[src/hdl/rhp_pkg.sv]
// Shared types, constants and the divider step function for the RGB to HSV converter.
package rhp_pkg;

  localparam int unsigned CHAN_W        = 8;
  localparam int unsigned HUE_W         = 15;
  localparam int unsigned SAT_W         = 13;
  localparam int unsigned HUE_Q_W       = 12;
  localparam int unsigned DIV_W         = 20;
  localparam int unsigned DIV_PER_STAGE = 4;
  localparam int unsigned DIV_STAGES    = DIV_W / DIV_PER_STAGE;
  // Front end, divider setup, divider stages and the output register.
  localparam int unsigned PIPE_DEPTH    = DIV_STAGES + 3;

  typedef logic [CHAN_W-1:0] chan_t;
  typedef logic [HUE_W-1:0]  hue_t;
  typedef logic [SAT_W-1:0]  sat_t;

  localparam hue_t HUE_FULL   = 15'd23040;
  localparam hue_t HUE_ZERO   = 15'd0;
  localparam hue_t HUE_GREEN  = 15'd7680;
  localparam hue_t HUE_BLUE   = 15'd15360;
  localparam sat_t SAT_ZERO   = 13'd0;

  // Remainder stays below the divisor; the dividend shifts out of the top of
  // xq while quotient bits shift in at the bottom.
  typedef struct packed {
    chan_t            rem;
    logic [DIV_W-1:0] xq;
  } div_t;

  typedef struct packed {
    chan_t value;
    chan_t range;
    chan_t diff;
    logic  neg;
    logic  grey;
    logic  black;
    hue_t  offset;
    div_t  hdiv;
    div_t  sdiv;
  } pipe_t;

  // One restoring division step.
  function automatic div_t div_step(div_t s, chan_t d);
    logic [CHAN_W:0] t;
    div_t            r;
    t = {s.rem, s.xq[DIV_W-1]};
    if (t >= {1'b0, d}) begin
      r.rem = CHAN_W'(t - {1'b0, d});
      r.xq  = {s.xq[DIV_W-2:0], 1'b1};
    end else begin
      r.rem = t[CHAN_W-1:0];
      r.xq  = {s.xq[DIV_W-2:0], 1'b0};
    end
    return r;
  endfunction

endpackage

[src/hdl/rhp_if.sv]
// Valid/ready channel interfaces for RGB pixels and HSV results.
interface rhp_rgb_if;
  import rhp_pkg::*;
  logic  valid;
  logic  ready;
  chan_t red;
  chan_t green;
  chan_t blue;
  modport source (output valid, output red, output green, output blue, input ready);
  modport sink (input valid, input red, input green, input blue, output ready);
endinterface

interface rhp_hsv_if;
  import rhp_pkg::*;
  logic  valid;
  logic  ready;
  hue_t  hue;
  sat_t  saturation;
  chan_t value;
  modport source (output valid, output hue, output saturation, output value, input ready);
  modport sink (input valid, input hue, input saturation, input value, output ready);
endinterface

[src/hdl/rgb_to_hsv_pixel.sv]
// Top level: pipelined RGB to HSV pixel converter.
//
// A pixel transfers on the pixel channel when pixel.valid and pixel.ready are
// both high; its hue, saturation and value transfer on the hsv channel the
// same way. Hue is in 1/64 degree (0 to 23039), saturation is unsigned Q12
// (4096 is 1.0) and value is the largest channel byte.
//
// The block is an eight-stage pipeline: a front stage finds max, min, the
// hue sector and the signed difference; a setup stage forms both dividends;
// five stages each retire four bits of two restoring dividers (hue and
// saturation); the last stage adds the sector offset, wraps the hue and
// holds the result. Throughput is one pixel per cycle while the receiver is
// ready; each result passes through every stage register before it is offered.
//
// Every stage carries its own valid bit and loads when it is empty or when
// the stage after it moves, so a stall on hsv.ready fills the empty stages
// before pixel.ready drops and nothing is lost or repeated. Synchronous reset
// clears all valid bits; the data registers are not reset.
module rgb_to_hsv_pixel (
  input logic      clk,
  input logic      rst,
  rhp_rgb_if.sink  pixel,
  rhp_hsv_if.source hsv
);
  import rhp_pkg::*;

  localparam int unsigned NS = PIPE_DEPTH;

  logic [NS-1:0] vld;
  logic [NS-1:0] en;
  pipe_t         stg [NS-1];
  pipe_t         stg_next [NS-1];

  hue_t  hue_reg;
  sat_t  sat_reg;
  chan_t value_reg;
  hue_t  hue_next;
  sat_t  sat_next;

  // Front stage signals.
  logic  red_max;
  logic  green_max;
  chan_t mx;
  chan_t mn;
  chan_t op_a;
  chan_t op_b;
  hue_t  off;
  logic [HUE_Q_W-1:0] n15;
  hue_t  hue_q;
  hue_t  hue_sum;

  // A stage may load when it is empty or when its content moves on.
  always_comb begin
    en[NS-1] = !vld[NS-1] || hsv.ready;
    for (int i = NS - 2; i >= 0; i--) begin
      en[i] = !vld[i] || en[i+1];
    end
  end

  assign pixel.ready = en[0];

  // Front stage: red wins ties for the maximum, then green.
  always_comb begin
    red_max   = (pixel.red >= pixel.green) && (pixel.red >= pixel.blue);
    green_max = !red_max && (pixel.green >= pixel.blue);
    if (red_max) begin
      mx   = pixel.red;
      op_a = pixel.green;
      op_b = pixel.blue;
      off  = (pixel.green >= pixel.blue) ? HUE_ZERO : HUE_FULL;
    end else if (green_max) begin
      mx   = pixel.green;
      op_a = pixel.blue;
      op_b = pixel.red;
      off  = HUE_GREEN;
    end else begin
      mx   = pixel.blue;
      op_a = pixel.red;
      op_b = pixel.green;
      off  = HUE_BLUE;
    end
    mn = pixel.red;
    if (pixel.green < mn) mn = pixel.green;
    if (pixel.blue < mn) mn = pixel.blue;

    stg_next[0]        = '0;
    stg_next[0].value  = mx;
    stg_next[0].range  = mx - mn;
    stg_next[0].neg    = op_a < op_b;
    stg_next[0].diff   = (op_a < op_b) ? (op_b - op_a) : (op_a - op_b);
    stg_next[0].grey   = (mx == mn);
    stg_next[0].black  = (mx == '0);
    stg_next[0].offset = off;
  end

  // Setup stage: hue dividend is 3840 * diff = (15 * diff) << 8, saturation
  // dividend is range << 12.
  always_comb begin
    n15               = {stg[0].diff, 4'b0} - {4'b0, stg[0].diff};
    stg_next[1]       = stg[0];
    stg_next[1].hdiv  = '{rem: '0, xq: {n15, 8'b0}};
    stg_next[1].sdiv  = '{rem: '0, xq: {stg[0].range, 12'b0}};
  end

  // Divider stages, four quotient bits each.
  for (genvar k = 2; k < NS - 1; k++) begin : g_div
    always_comb begin
      stg_next[k] = stg[k-1];
      for (int j = 0; j < DIV_PER_STAGE; j++) begin
        stg_next[k].hdiv = div_step(stg_next[k].hdiv, stg[k-1].range);
        stg_next[k].sdiv = div_step(stg_next[k].sdiv, stg[k-1].value);
      end
    end
  end

  // Output stage: apply the sector offset and wrap into one turn.
  always_comb begin
    hue_q = HUE_W'(stg[NS-2].hdiv.xq[HUE_Q_W-1:0]);
    if (stg[NS-2].neg) begin
      hue_sum = stg[NS-2].offset - hue_q;
    end else begin
      hue_sum = stg[NS-2].offset + hue_q;
    end
    if (hue_sum >= HUE_FULL) begin
      hue_sum = hue_sum - HUE_FULL;
    end
    hue_next = stg[NS-2].grey ? HUE_ZERO : hue_sum;
    sat_next = stg[NS-2].black ? SAT_ZERO : stg[NS-2].sdiv.xq[SAT_W-1:0];
  end

  always_ff @(posedge clk) begin
    if (rst) begin
      vld <= '0;
    end else begin
      if (en[0]) begin
        vld[0] <= pixel.valid;
      end
      for (int i = 1; i < NS; i++) begin
        if (en[i]) begin
          vld[i] <= vld[i-1];
        end
      end
    end
    for (int i = 0; i < NS - 1; i++) begin
      if (en[i]) begin
        stg[i] <= stg_next[i];
      end
    end
    if (en[NS-1]) begin
      hue_reg   <= hue_next;
      sat_reg   <= sat_next;
      value_reg <= stg[NS-2].value;
    end
  end

  assign hsv.valid      = vld[NS-1];
  assign hsv.hue        = hue_reg;
  assign hsv.saturation = sat_reg;
  assign hsv.value      = value_reg;

endmodule

[src/flat_wrapper.sv]
// flat-port wrapper written by rule: the top's interface ports become plain ports
module rgb_to_hsv_pixel_flat import rhp_pkg::*;
  (clk, rst, pixel_valid, pixel_red, pixel_green, pixel_blue, pixel_ready, hsv_valid, hsv_hue, hsv_saturation, hsv_value, hsv_ready);
  rhp_rgb_if pixel_i ();
  rhp_hsv_if hsv_i ();
  input logic clk;
  input logic rst;
  input wire logic [$bits(pixel_i.valid)-1:0] pixel_valid;
  input wire logic [$bits(pixel_i.red)-1:0] pixel_red;
  input wire logic [$bits(pixel_i.green)-1:0] pixel_green;
  input wire logic [$bits(pixel_i.blue)-1:0] pixel_blue;
  output wire logic [$bits(pixel_i.ready)-1:0] pixel_ready;
  output wire logic [$bits(hsv_i.valid)-1:0] hsv_valid;
  output wire logic [$bits(hsv_i.hue)-1:0] hsv_hue;
  output wire logic [$bits(hsv_i.saturation)-1:0] hsv_saturation;
  output wire logic [$bits(hsv_i.value)-1:0] hsv_value;
  input wire logic [$bits(hsv_i.ready)-1:0] hsv_ready;
  assign pixel_i.valid = pixel_valid;
  assign pixel_i.red = pixel_red;
  assign pixel_i.green = pixel_green;
  assign pixel_i.blue = pixel_blue;
  assign pixel_ready = pixel_i.ready;
  assign hsv_valid = hsv_i.valid;
  assign hsv_hue = hsv_i.hue;
  assign hsv_saturation = hsv_i.saturation;
  assign hsv_value = hsv_i.value;
  assign hsv_i.ready = hsv_ready;
  rgb_to_hsv_pixel u_core (.clk(clk), .rst(rst), .pixel(pixel_i), .hsv(hsv_i));
endmodule
[config.mk]
export PLATFORM = sky130hd
export DESIGN_NAME = rgb_to_hsv_pixel_flat
export DESIGN_NICKNAME = d
export VERILOG_FILES = /design/src/hdl/rhp_pkg.sv /design/src/hdl/rhp_if.sv /design/src/hdl/rgb_to_hsv_pixel.sv /design/src/flat_wrapper.sv
export SDC_FILE = /design/constraint.sdc
export NUM_CORES = 1
export LEC_CHECK = 0
export ABC_CLOCK_PERIOD_IN_PS = 16300
export BUFFER_PORTS_ARGS = -buffer_cell sky130_fd_sc_hd__buf_4
export CAP_MARGIN = 20
export CORE_ASPECT_RATIO = 1.2
export CORE_MARGIN = 2
export CORE_UTILIZATION = 50
export CTS_BUF_LIST = sky130_fd_sc_hd__clkbuf_16
export DETAILED_ROUTE_END_ITERATION = 12
export GPL_ROUTABILITY_DRIVEN = 1
export GPL_TIMING_DRIVEN = 0
export HOLD_SLACK_MARGIN = 0.06
export MAX_ROUTING_LAYER = met4
export PLACE_DENSITY = 0.62
export SLEW_MARGIN = 30
export SYNTH_ARGS = -nofsm -noshare
export SYNTH_HDL_FRONTEND = slang
export SYNTH_SLANG_ARGS = --single-unit
[constraint.sdc]
create_clock -name clk -period 16.3 [get_ports clk]
set_input_delay 4.075 -clock clk [delete_from_list [all_inputs] [get_ports clk]]
set_output_delay 4.075 -clock clk [all_outputs]
set_load 0.005 [all_outputs]
==> flow_metrics.tcl <==
set metrics [dict create \
    status "finished, final reports clean" \
    drv_cap 0 \
    cts_buffers 40 \
    dp_hpwl_mm 57.5 \
    dr.first_iter.drc_count 1119 \
    largest_reg_flops 308 \
    drc_errors 0 \
    post_dp_cell_area_um2 31500 \
    cp_slowest_cell "a211oi_1" \
    dieArea_um2 61700 \
    post-route-period-util 0.748 \
    clkTransAtPathRegs_ns 0.06 \
    htree_levels 2 \
    yosys-top-cells-count "ha_1 (360), edfxtp_1 (344), inv_1 (280)" \
    die_h_um 272 \
    drive_above_1_share 0.0995 \
    critPathTopFamily "buffers and inverters" \
    slowest_delay_ns 0.73 \
    crit_fanout 11 \
    wire_per_inst_um 17.9 \
    cp-start-kind "input pin" \
    end_kind "register" \
    crit_cells 29 \
    rows 98 \
    r2r_slack_ns 5.03 \
    clkLatencyLatePin_ns 0.57 \
    n_antenna_cell 0 \
    synth_edf_count 344 \
    min_period_ns 12.20 \
    grt_max_degree 50 \
    fp.coreArea_um2 59300 \
    relSlewSlack 0.383 \
    first_global_vias 23587 \
    antenna_found_initial 0 \
    critPathMostFrequentCell "clkbuf_1" \
    cts_buffer_depth 3 \
    finalMaxSlewViolations 0 \
    synth-seq-cells 352 \
    rsz0062_at_grt "false" \
    syn_nets 3467 \
    cts-root-buf "clkbuf_16" \
    syn2layout_area_growth_pct 9.98 \
    io_buffers 64 \
    cts_resized 0 \
    vias 23207 \
    die_width_um 227 \
    tns_ns 0 \
    initial_core_util 0.503 \
    worstSetupStartpoint "pixel_red[0]" \
    tritoncts "built" \
    synth_area_um2 29900 \
    hold_viol 0 \
    crit_type "in -> reg" \
    ys.warnings.count 0 \
    postCtsSetupRepairBufs 0 \
    crit_buf_inv 11 \
    io_pins 66 \
    crit_arrival_ns 12.48 \
    synth_area_per_cell_um2 9.79 \
    ys_types 94 \
    cts-hold-fix-buffers 0 \
    yosys.area.top_type "edfxtp_1" \
    syn_inst 3053 \
    drtPass1Iterations 5 \
    ys_async_sr_fraction 0 \
    grt_pass1_wl_mm 116 \
    instances_no_fill 3996 \
    rr_worst_depth 38 \
    yosysSeqAreaShare 0.351 \
    synth_area_leaders "edfxtp_1 (35%), ha_1 (15%), mux2_2 (4.4%), xnor2_1 (4.1%), inv_1 (3.5%)" \
    wirelength_mm 71.7 \
    synthFlopType "edfxtp_1" \
    r2r_end "u_core.stg[5][24]" \
    final_nets 3579 \
    yosysMostFrequentCell "ha_1" \
    dp.cells 3923 \
    viasPerCell 5.81 \
    hp-class "reg -> reg" \
    ant_nets 0 \
    worstMarginPinSlew_ns 0.924 \
    reg2reg_from "u_core.stg[4][91]" \
    clock-skew-final_ns 0.0371 \
    fin_area_um2 32900 \
    setup_viol 0 \
    crit_end "u_core.stg[0][77]" \
    grt_util_all_layers 0.238 \
    fmax_mhz 82.0 \
    grt.overflow.total 0 \
    cts.sinks 352 \
    fillers 5264 \
    required_ns 16.58 \
    place_congestion 0.943 \
    yosysTopAreaCellShare 0.346 \
]
-- cell type report --
type                            instances  area (um2)  area share
Multi-Input combinational cell       2369       18200       0.553
Buffer                                 49         190     0.00579
Clock inverter                         31         304     0.00925
Clock buffer                           42        1050      0.0320
Sequential cell                       352       10500       0.319
Timing Repair Buffer                   70         578      0.0176
Tap cell                              800        1000      0.0305
Inverter                              283        1060      0.0324
-- worst register-to-register path, delay by kind of cell (launching register included) --
family	cells	cell delay [ns]
AND/OR/NAND/NOR	7	1.37
flip-flops	1	0.46
multiplexers	3	1.62
buffers and inverters	5	1.23
AO/OA/AOI/OAI	18	4.89
adder cells (fa/ha/maj)	5	1.39
-- per-layer routing --
metal | track usage | vias up | share of wire | wire (um)
li1 | - | 11549 | - | -
met1 | 0.261 | 11031 | 0.41 | 29500
met2 | 0.437 | 456 | 0.52 | 37500
met3 | 0.0249 | 171 | 0.028 | 2030
met4 | 0.0946 | 0 | 0.037 | 2640
met5 | - | - | 0 | 0
-- metrics by stage --
step           setup slack, ns  hold WS, ns   util
5_1_grt                   3.27        0.419  0.554
2_1_floorplan             5.38        0.400      -
4_1_cts                   4.17        0.413  0.553
3_5_place_dp              3.60        0.405  0.531
6_report                  4.10        0.416  0.554
3_3_place_gp              3.82        0.401  0.528
-- placed cells by master (no fill, tap or decap), types with 18 or more instances in the layout --
master,count
nand4_1,35
nand2_1,121
and2_1,18
mux2i_1,72
buf_4,68
nor2_1,254
o211ai_1,36
clkbuf_1,44
nor2b_1,79
edfxtp_1,344
xor2_1,58
a21boi_0,26
fa_1,26
mux2_2,118
nand3_1,70
o21ai_0,185
clkbuf_16,42
or3_1,23
a21oi_1,202
xnor2_1,141
a21o_1,78
o21bai_1,20
o21a_1,48
inv_1,279
ha_1,360
nand2b_1,35
nor3_1,72
and3_1,20
-- worst min-delay path by stage --
stage,slack (ns),cells past startpoint,start,to
2_1_floorplan,0.40,0,u_core.stg[6][90],u_core.hsv.value[0]
3_3_place_gp,0.40,0,u_core.stg[4][68],u_core.stg[5][68]
3_5_place_dp,0.40,0,u_core.stg[0][91],u_core.stg[1][91]
4_1_cts,0.41,0,u_core.stg[2][65],u_core.stg[3][65]
5_1_grt,0.42,0,u_core.stg[1][37],u_core.stg[2][41]
6_report,0.42,0,u_core.stg[5][8],u_core.stg[6][12]
-- cells by family (layout without fill, tap and decap cells) --
logic type               Yosys count  count (layout)  synth area share
AO/OA/AOI/OAI                    776             776             0.172
XOR/XNOR                         199             199            0.0583
adder cells (fa/ha/maj)          386             386             0.168
buffers and inverters            332             475            0.0419
flip-flops                       352             352             0.351
multiplexers                     200             200            0.0732
AND/OR/NAND/NOR                  808             808             0.135
Power is left out: the tool's default activity adds up to more than one toggle a clock period on the data nets, which glitch-free logic cannot reach.
